### src/rtl/stepper_enable_safety_interlock_assert.svh
// ----------------------------------------------------------------------------
// Stepper enable interlock assertion macros
// Concurrent check wrappers, compiled out when ASSERT_OFF is defined.
// ----------------------------------------------------------------------------
`ifndef STEPPER_ENABLE_SAFETY_INTERLOCK_ASSERT_SVH
`define STEPPER_ENABLE_SAFETY_INTERLOCK_ASSERT_SVH

`ifndef ASSERT_OFF

// antecedent holds -> consequent holds in the same cycle
`define SEI_ASSERT_SAME(label, clk, rst_n, ante, cons, msg) \
  label: assert property (@(posedge clk) disable iff (!rst_n) (ante) |-> (cons)) \
    else $error(msg);

// antecedent holds -> consequent holds in the next cycle
`define SEI_ASSERT_NEXT(label, clk, rst_n, ante, cons, msg) \
  label: assert property (@(posedge clk) disable iff (!rst_n) (ante) |=> (cons)) \
    else $error(msg);

`else

`define SEI_ASSERT_SAME(label, clk, rst_n, ante, cons, msg)
`define SEI_ASSERT_NEXT(label, clk, rst_n, ante, cons, msg)

`endif

`endif

### src/rtl/sei_pkg.sv
// ----------------------------------------------------------------------------
// Stepper enable interlock package
// Request, mode and register index codes, the clear authorisation code, plus reset values.
// ----------------------------------------------------------------------------
`timescale 1ns / 1ps
`default_nettype none

package sei_pkg;

  typedef enum logic [1:0] {
    REQ_TICK    = 2'd0,
    REQ_CLEAR   = 2'd1,
    REQ_ENABLE  = 2'd2,
    REQ_DISABLE = 2'd3
  } req_e;

  typedef enum logic [1:0] {
    MODE_INVALID = 2'd0,
    MODE_MOVE    = 2'd1,
    MODE_STOP    = 2'd2
  } mode_e;

  typedef enum logic [1:0] {
    CFG_ALWAYS_ENABLED = 2'd0,
    CFG_STOP_DELAY     = 2'd1,
    CFG_STARTUP_DELAY  = 2'd2,
    CFG_ABORT_CONFIRM  = 2'd3
  } cfg_idx_e;

  localparam logic [7:0]  AUTH_OK              = 8'd3;
  localparam logic [15:0] STOP_DELAY_RESET     = 16'd50;
  localparam logic [15:0] STARTUP_DELAY_RESET  = 16'd1000;
  localparam logic [3:0]  ABORT_CONFIRM_RESET  = 4'd3;

endpackage

`default_nettype wire

### src/rtl/stepper_enable_safety_interlock.sv
// ----------------------------------------------------------------------------
// Stepper enable safety interlock
// Driver enable control with abort confirmation, emergency stop delay,
// startup one-shot and invalid-clear lockout.
// ----------------------------------------------------------------------------
// Timing: an accepted input beat is registered in the result register and appears the cycle after it.
// Throughput: one beat per cycle while the result channel is not stalled; the whole pass is one level of compare,
//   decrement and select logic ahead of the state and result registers.
// Reset: asynchronous, active low. Mode is move, driver off, counters zero,
//   startup countdown loaded with 1000, startup one-shot armed, config
//   registers at their defaults. Config port is always ready.
`timescale 1ns / 1ps
`default_nettype none

`include "stepper_enable_safety_interlock_assert.svh"

module stepper_enable_safety_interlock
  import sei_pkg::*;
(
  input  wire logic        clk_i,
  input  wire logic        rst_ni,

  // configuration write channel
  input  wire logic        cfg_valid_i,
  output logic             cfg_ready_o,
  input  wire logic [1:0]  cfg_index_i,
  input  wire logic [15:0] cfg_data_i,

  // request channel
  input  wire logic        in_valid_i,
  output logic             in_ready_o,
  input  wire logic [1:0]  req_type_i,
  input  wire logic        abort_level_i,
  input  wire logic [7:0]  auth_code_i,

  // result channel
  output logic             out_valid_o,
  input  wire logic        out_ready_i,
  output logic             motor_enable_o,
  output logic [1:0]       safety_mode_o,
  output logic             clear_accepted_o
);

  // --------------------------------------------------------------------------
  // Configuration registers
  // --------------------------------------------------------------------------
  logic        always_en_q;
  logic [15:0] stop_delay_q;
  logic [3:0]  abort_confirm_q;
  logic        cfg_we;

  assign cfg_ready_o = 1'b1;
  assign cfg_we      = cfg_valid_i;

  always_ff @(posedge clk_i or negedge rst_ni) begin
    if (!rst_ni) begin
      always_en_q     <= 1'b0;
      stop_delay_q    <= STOP_DELAY_RESET;
      abort_confirm_q <= ABORT_CONFIRM_RESET;
    end else if (cfg_we) begin
      unique case (cfg_idx_e'(cfg_index_i))
        CFG_ALWAYS_ENABLED: always_en_q     <= cfg_data_i[0];
        CFG_STOP_DELAY:     stop_delay_q    <= cfg_data_i;
        // startup delay only matters as a countdown reload, handled below
        CFG_STARTUP_DELAY:  ;
        CFG_ABORT_CONFIRM:  abort_confirm_q <= cfg_data_i[3:0];
        default: ;
      endcase
    end
  end

  // --------------------------------------------------------------------------
  // Handshake: the result register frees up when it is empty or drained
  // --------------------------------------------------------------------------
  logic out_valid_q;
  logic in_accept;

  assign in_ready_o = !out_valid_q || out_ready_i;
  assign in_accept  = in_valid_i && in_ready_o;

  // --------------------------------------------------------------------------
  // Interlock state
  // --------------------------------------------------------------------------
  logic        drive_q,      drive_d;
  mode_e       mode_q,       mode_d;
  logic [3:0]  abort_cnt_q,  abort_cnt_d;
  logic [15:0] stop_cnt_q,   stop_cnt_d;
  logic [15:0] start_cnt_q,  start_cnt_d;
  logic        start_done_q, start_done_d;
  logic        pending_q,    pending_d;

  // per-pass intermediates
  req_e        req;
  mode_e       mode_req;     // mode after the request phase
  logic        accepted;
  logic        oneshot_fire;
  logic        stop_expired; // never held across beats: always consumed in the pass

  assign req = req_e'(req_type_i);

  always_comb begin
    mode_req     = mode_q;
    drive_d      = drive_q;
    accepted     = 1'b0;
    abort_cnt_d  = abort_cnt_q;
    stop_cnt_d   = stop_cnt_q;
    start_cnt_d  = start_cnt_q;
    start_done_d = start_done_q;
    stop_expired = 1'b0;

    // request phase
    unique case (req)
      REQ_CLEAR: begin
        if (auth_code_i == AUTH_OK) begin
          if (!abort_level_i) begin
            mode_req = MODE_MOVE;
            if (always_en_q) drive_d = 1'b1;
            accepted = 1'b1;
          end
        end else begin
          mode_req = MODE_INVALID;
        end
      end
      REQ_ENABLE: begin
        if (mode_q == MODE_MOVE) drive_d = 1'b1;
      end
      REQ_DISABLE: drive_d = 1'b0;
      REQ_TICK: ;
      default: ;
    endcase

    // startup one-shot, first pass after the countdown finished
    oneshot_fire = start_done_q && pending_q;
    pending_d    = pending_q && !oneshot_fire;
    if (oneshot_fire) begin
      if (always_en_q) begin
        if (mode_req == MODE_MOVE) drive_d = 1'b1;
      end else begin
        drive_d = 1'b0;
      end
    end

    mode_d = mode_req;

    // tick work: abort confirmation, stop delay, startup countdown
    if (req == REQ_TICK) begin
      if (abort_level_i) begin
        if (abort_cnt_q < abort_confirm_q) begin
          abort_cnt_d = abort_cnt_q + 4'd1;
        end else if (mode_req != MODE_STOP) begin
          mode_d     = MODE_STOP;
          stop_cnt_d = stop_delay_q;
        end
      end else if (abort_cnt_q != 4'd0) begin
        abort_cnt_d = abort_cnt_q - 4'd1;
      end

      if (mode_d == MODE_STOP) begin
        if (stop_cnt_d != 16'd0) stop_cnt_d = stop_cnt_d - 16'd1;
        else                     stop_expired = 1'b1;
      end

      if (!start_done_q) begin
        if (start_cnt_q != 16'd0) start_cnt_d = start_cnt_q - 16'd1;
        else                      start_done_d = 1'b1;
      end
    end

    // forced disables
    if (mode_d != MODE_STOP && mode_d != MODE_MOVE) drive_d = 1'b0;
    if (stop_expired) drive_d = 1'b0;
  end

  always_ff @(posedge clk_i or negedge rst_ni) begin
    if (!rst_ni) begin
      drive_q      <= 1'b0;
      mode_q       <= MODE_MOVE;
      abort_cnt_q  <= 4'd0;
      stop_cnt_q   <= 16'd0;
      start_done_q <= 1'b0;
      pending_q    <= 1'b1;
    end else if (in_accept) begin
      drive_q      <= drive_d;
      mode_q       <= mode_d;
      abort_cnt_q  <= abort_cnt_d;
      stop_cnt_q   <= stop_cnt_d;
      start_done_q <= start_done_d;
      pending_q    <= pending_d;
    end
  end

  // startup countdown also reloads on a delay write while still counting
  always_ff @(posedge clk_i or negedge rst_ni) begin
    if (!rst_ni) begin
      start_cnt_q <= STARTUP_DELAY_RESET;
    end else begin
      priority if (cfg_we && cfg_idx_e'(cfg_index_i) == CFG_STARTUP_DELAY &&
                   !start_done_q) begin
        start_cnt_q <= cfg_data_i;
      end else if (in_accept) begin
        start_cnt_q <= start_cnt_d;
      end else begin
        start_cnt_q <= start_cnt_q;
      end
    end
  end

  // --------------------------------------------------------------------------
  // Result register
  // --------------------------------------------------------------------------
  logic       motor_enable_q;
  logic [1:0] safety_mode_q;
  logic       clear_accepted_q;

  always_ff @(posedge clk_i or negedge rst_ni) begin
    if (!rst_ni) begin
      out_valid_q <= 1'b0;
    end else if (in_ready_o) begin
      out_valid_q <= in_valid_i;
    end
  end

  always_ff @(posedge clk_i) begin
    if (in_accept) begin
      motor_enable_q   <= drive_d;
      safety_mode_q    <= mode_d;
      clear_accepted_q <= accepted;
    end
  end

  assign out_valid_o      = out_valid_q;
  assign motor_enable_o   = motor_enable_q;
  assign safety_mode_o    = safety_mode_q;
  assign clear_accepted_o = clear_accepted_q;

  // --------------------------------------------------------------------------
  // Assertions
  // --------------------------------------------------------------------------
  `SEI_ASSERT_SAME(a_invalid_forces_off, clk_i, rst_ni,
    out_valid_q && safety_mode_q == MODE_INVALID, !motor_enable_q,
    "driver enabled in invalid mode")
  `SEI_ASSERT_SAME(a_clear_implies_move, clk_i, rst_ni,
    out_valid_q && clear_accepted_q, safety_mode_q == MODE_MOVE,
    "accepted clear without move mode")
  `SEI_ASSERT_NEXT(a_startup_done_sticky, clk_i, rst_ni,
    start_done_q, start_done_q,
    "startup done flag dropped")
  `SEI_ASSERT_SAME(a_oneshot_after_done, clk_i, rst_ni,
    !pending_q, start_done_q,
    "startup one-shot fired before countdown end")
  `SEI_ASSERT_SAME(a_ready_when_empty, clk_i, rst_ni,
    !out_valid_q, in_ready_o,
    "input stalled with empty result register")

endmodule

`default_nettype wire
### config.mk
export PLATFORM = sky130hd
export DESIGN_NAME = stepper_enable_safety_interlock
export DESIGN_NICKNAME = d
export VERILOG_FILES = /design/src/rtl/sei_pkg.sv /design/src/rtl/stepper_enable_safety_interlock.sv
export VERILOG_INCLUDE_DIRS = /design/src /design/src/rtl
export SDC_FILE = /design/constraint.sdc
export NUM_CORES = 1
export LEC_CHECK = 0
export ABC_AREA = 1
export BUFFER_PORTS_ARGS = -buffer_cell sky130_fd_sc_hd__buf_2
export CAP_MARGIN = 30
export CORE_MARGIN = 4
export CORE_UTILIZATION = 60
export CTS_BUF_LIST = sky130_fd_sc_hd__clkbuf_16
export DETAILED_ROUTE_END_ITERATION = 16
export GPL_TIMING_DRIVEN = 0
export PLACE_DENSITY = 0.78
export SLEW_MARGIN = 20
export SYNTH_ARGS = -nofsm -noshare
export SYNTH_HDL_FRONTEND = slang
export SYNTH_SLANG_ARGS = --single-unit
export TNS_END_PERCENT = 10
### constraint.sdc
create_clock -name clk_i -period 3 [get_ports clk_i]
set_clock_uncertainty 0.05 [all_clocks]
set_input_delay 0.15 -clock clk_i [delete_from_list [all_inputs] [get_ports clk_i]]
set_output_delay 0.15 -clock clk_i [all_outputs]
set_load 0.005 [all_outputs]
==> impl_metrics.yaml <==
logic_synthesis:
  ys_seq_elements: 67
  netlist-cell-type-count: 41
  mappedNetlistArea_um2: 4440
  netlist_instances: 597
  ys_seq_area_share_pct: 38.6
  yosysWarnings: 0
  async_reset_ff_share_pct: 94.0
  synth_enable_flop_cells: 4
  avgSynthCellArea_um2: 7.44
  syn-num-nets: 640
  synthFlopType: "dfrtp_1"
setup_path:
  slowest_stage: "dfstp_2"
  cp.required_ns: 3.17
  endpoint_kind: "register"
  cp-start-kind: "register"
  critPathTopFamily: "simple AND/OR/NAND/NOR gates"
  critPathBufInv: 5
  crit_fanout: 5
  slowest_delay_ns: 0.53
  crit_path_cell_trace: "inv_1 -> ha_1 -> nand2_1 -> nand2_1 -> nand2_2 -> a21oi_4 -> nand2_4 -> buf_8 -> nand2_2 -> nand2_2 -> inv_2 -> ha_4 -> nand3_4 -> inv_2 -> nand2_2 -> nor2_4 -> nand2_4 -> buf_6 -> nand3_1 -> nand2_1 -> nand3_2 -> nand2_1"
  critical_path_class: "register to register"
  cp_data_arrival_time_ns: 3.04
clocking:
  cts_buffer_depth: 2
  cts_root_buffer: "clkbuf_16"
  clock-sinks: 67
  clkTransAtPathRegs_ns: 0.06
  h-tree-depth: 3
  clock_latency_ns: 0.33
  cts_tree: "yes"
  cts_buffers: 9
timing:
  fin_crit_sh_pct: 95.6
  whs_ns: 0.00945
  fmax_mhz: 349
  relSlewSlack_pct: 57.3
  setup_violations: 0
  period_minus_slack_ns: 2.87
  tightest_slew_ns: 0.637
  finalMaxSlewViolations: 0
  hold_viol_final: 0
  finalWorstSetupSlack_ns: 0.131
grt:
  antenna_found_initial: 0
  use_met1_pct: 35.2
  grt_max_degree: 53
  grt_use_total_pct: 27.5
  met3_usage_pct: 4.25
  grt-ovfl-total: 0
  grt_util_met2_pct: 45.5
  grt_pass1_wl_mm: 19.1
  grt.busiest_layer: "met2"
  grt_pass1_vias: 4169
placed_design:
  dpl.cell_count: 736
  place_area_um2: 4790
  hpwl_mm: 8.18
  gp_congestion: 0.972
  post-place-ws_ns: -0.221
  port_buffers: 39
detailed_routing:
  drt_iter0_markers: 295
  vias: 4230
  antenna_left: 0
  routedWlPerCell_um: 15.1
  first_pass_iters: 5
  viasPerCell: 5.52
  drt-total-wl_mm: 11.5
  drc: 0
power:
  peakVddDrop_uv: 375
  p_sw_uw: 2070
  comb_power_share_pct: 50.3
  internal_power_uw: 2660
  p_leak_uw: 0.00269
  power.density_nw_per_um2: 893
  clockPowerShare_pct: 22.3
  swShare_pct: 43.8
  power_frac_seq_pct: 27.4
floorplanning:
  die_w_um: 94.0
  rows: 31
  ios: 41
  die_y_um: 94.0
  coreArea_um2: 7210
  initial_core_util_pct: 61.6
  die_area_um2: 8840
final_layout:
  fill_cells: 571
  stdcell_area_um2: 5290
  area_growth_pct: 19.1
  nets: 705
  final_util_pct: 73.3
  stdcell_count: 766
  final_layout_size_suffix_gt1_share_pct: 23.2
  antenna_cells: 0
status:
  status: "finished clean"
job:
  drv_cap: 0
min_path:
  hold_path.class: "primary input to register"
layout by cell type, fill, tap and decap left out, drive strengths merged, types with 4 or more instances in the layout:
master  netlist  routed
o221ai        5       5
edfxtp        4       4
dfrtp        50      50
ha            8       8
nor2         54      54
o21ai        26      26
xor2         14      14
nand3b       11      11
a21oi        15      15
buf          12      63
mux2          8       8
inv          69      71
clkinv        3       7
nand3        63      63
nand2       202     202
clkbuf        4      15
nor3          8       8
nand4        10      10
dfstp        13      13
flip-flops by register name, indices dropped and copies added, names as in the netlist:
register	cells
start_done_q	1
stop_cnt_q	16
abort_cnt_q	4
abort_confirm_q	4
start_cnt_q	16
stop_delay_q	16
pending_q	1
motor_enable_o	1
mode_q	2
out_valid_o	1
drive_q	1
safety_mode_o	2
clear_accepted_o	1
always_en_q	1
final timing paths:
kind	startpoint	to	slack, ns	cells past startpoint
worst max-delay path	abort_confirm_q[1]$_DFFE_PN1P_	stop_cnt_q[15]$_DFFE_PN0P_	0.13	22
worst min-delay path	cfg_data_i[14]	start_cnt_q[14]$_DFFE_PN0P_	0.009	2
worst max register to register	abort_confirm_q[1]$_DFFE_PN1P_	stop_cnt_q[15]$_DFFE_PN0P_	0.13	22
worst min register to register	pending_q$_DFFE_PN1P_	pending_q$_DFFE_PN1P_	0.42	1
max in group asynchronous	rst_ni	start_cnt_q[9]$_DFFE_PN1P_	2.16	3
min in group asynchronous	rst_ni	mode_q[1]$_DFFE_PN0P_	0.17	2
synthesized netlist by cell type (9+ instances only):
cell | count | area share, %
nand2_1 | 182 | 15
inv_1 | 66 | 5.6
nand3_1 | 60 | 6.8
dfrtp_1 | 50 | 28
nor2_1 | 41 | 3.5
o21ai_0 | 24 | 2.7
nand2_2 | 19 | 2.7
a21oi_1 | 14 | 1.6
xor2_1 | 14 | 2.8
dfstp_2 | 13 | 7.7
nand3b_1 | 11 | 1.9
nand4_1 | 10 | 1.4
buf_6 | 9 | 2.3
routing by layer:
metal | part of all wire (%) | up-vias
li1 | - | 2055
met1 | 42 | 1982
met2 | 49 | 166
met3 | 6.0 | 27
met4 | 2.6 | 0
met5 | 0 | -
through the flow:
stage / TNS, ns / total power (µW)
after floorplan: 0 / 2900
after global placement: -1.66 / 3290
after CTS: 0 / 4480
after global routing: -0.0672 / 5080
final: 0 / 4730
after detailed placement: -2.20 / 3350
cell families (layout without fill, tap and decap cells):
family	count (synthesis)	in the layout	synth area share, %
compound gates	55	55	7.32
fa+ha+maj	9	9	2.70
mux	8	8	2.03
buf+inv	88	158	9.07
xor+xnor	17	17	3.35
flops	67	67	38.6
simple gates	352	352	36.9
other cells	1	1	0.0844
power groups by stage:
| stage | logic, µW | clock network (µW) | registers (µW) |
|---|---|---|---|
| 2_1_floorplan | 1650 | 0 | 1250 |
| 3_3_place_gp | 2000 | 0 | 1290 |
| 3_5_place_dp | 2050 | 0 | 1300 |
| 4_1_cts | 2130 | 1060 | 1290 |
| 5_1_grt | 2650 | 1110 | 1320 |
| 6_report | 2380 | 1050 | 1290 |
cell type report:
type | instances | area (µm²) | area share [%]
buffer | 16 | 145 | 2.74
clock buffer | 9 | 225 | 4.26
clock inverter | 7 | 68.8 | 1.30
inverter | 72 | 270 | 5.11
multi-input combinational | 442 | 2390 | 45.1
sequential | 67 | 1710 | 32.4
tap | 99 | 124 | 2.34
timing repair buffer | 54 | 358 | 6.76
what timing repair did:
item | in CTS | in global routing
gates resized for setup | 3 | 22
gates cloned | 0 | 2
endpoints found under the hold margin | 50 | 0
pin swaps | 3 | 7
hold buffers | 1 | 0
setup buffers | 4 | 7
setup endpoints to repair | 13 | 18
(Power assumes the default switching activity.)
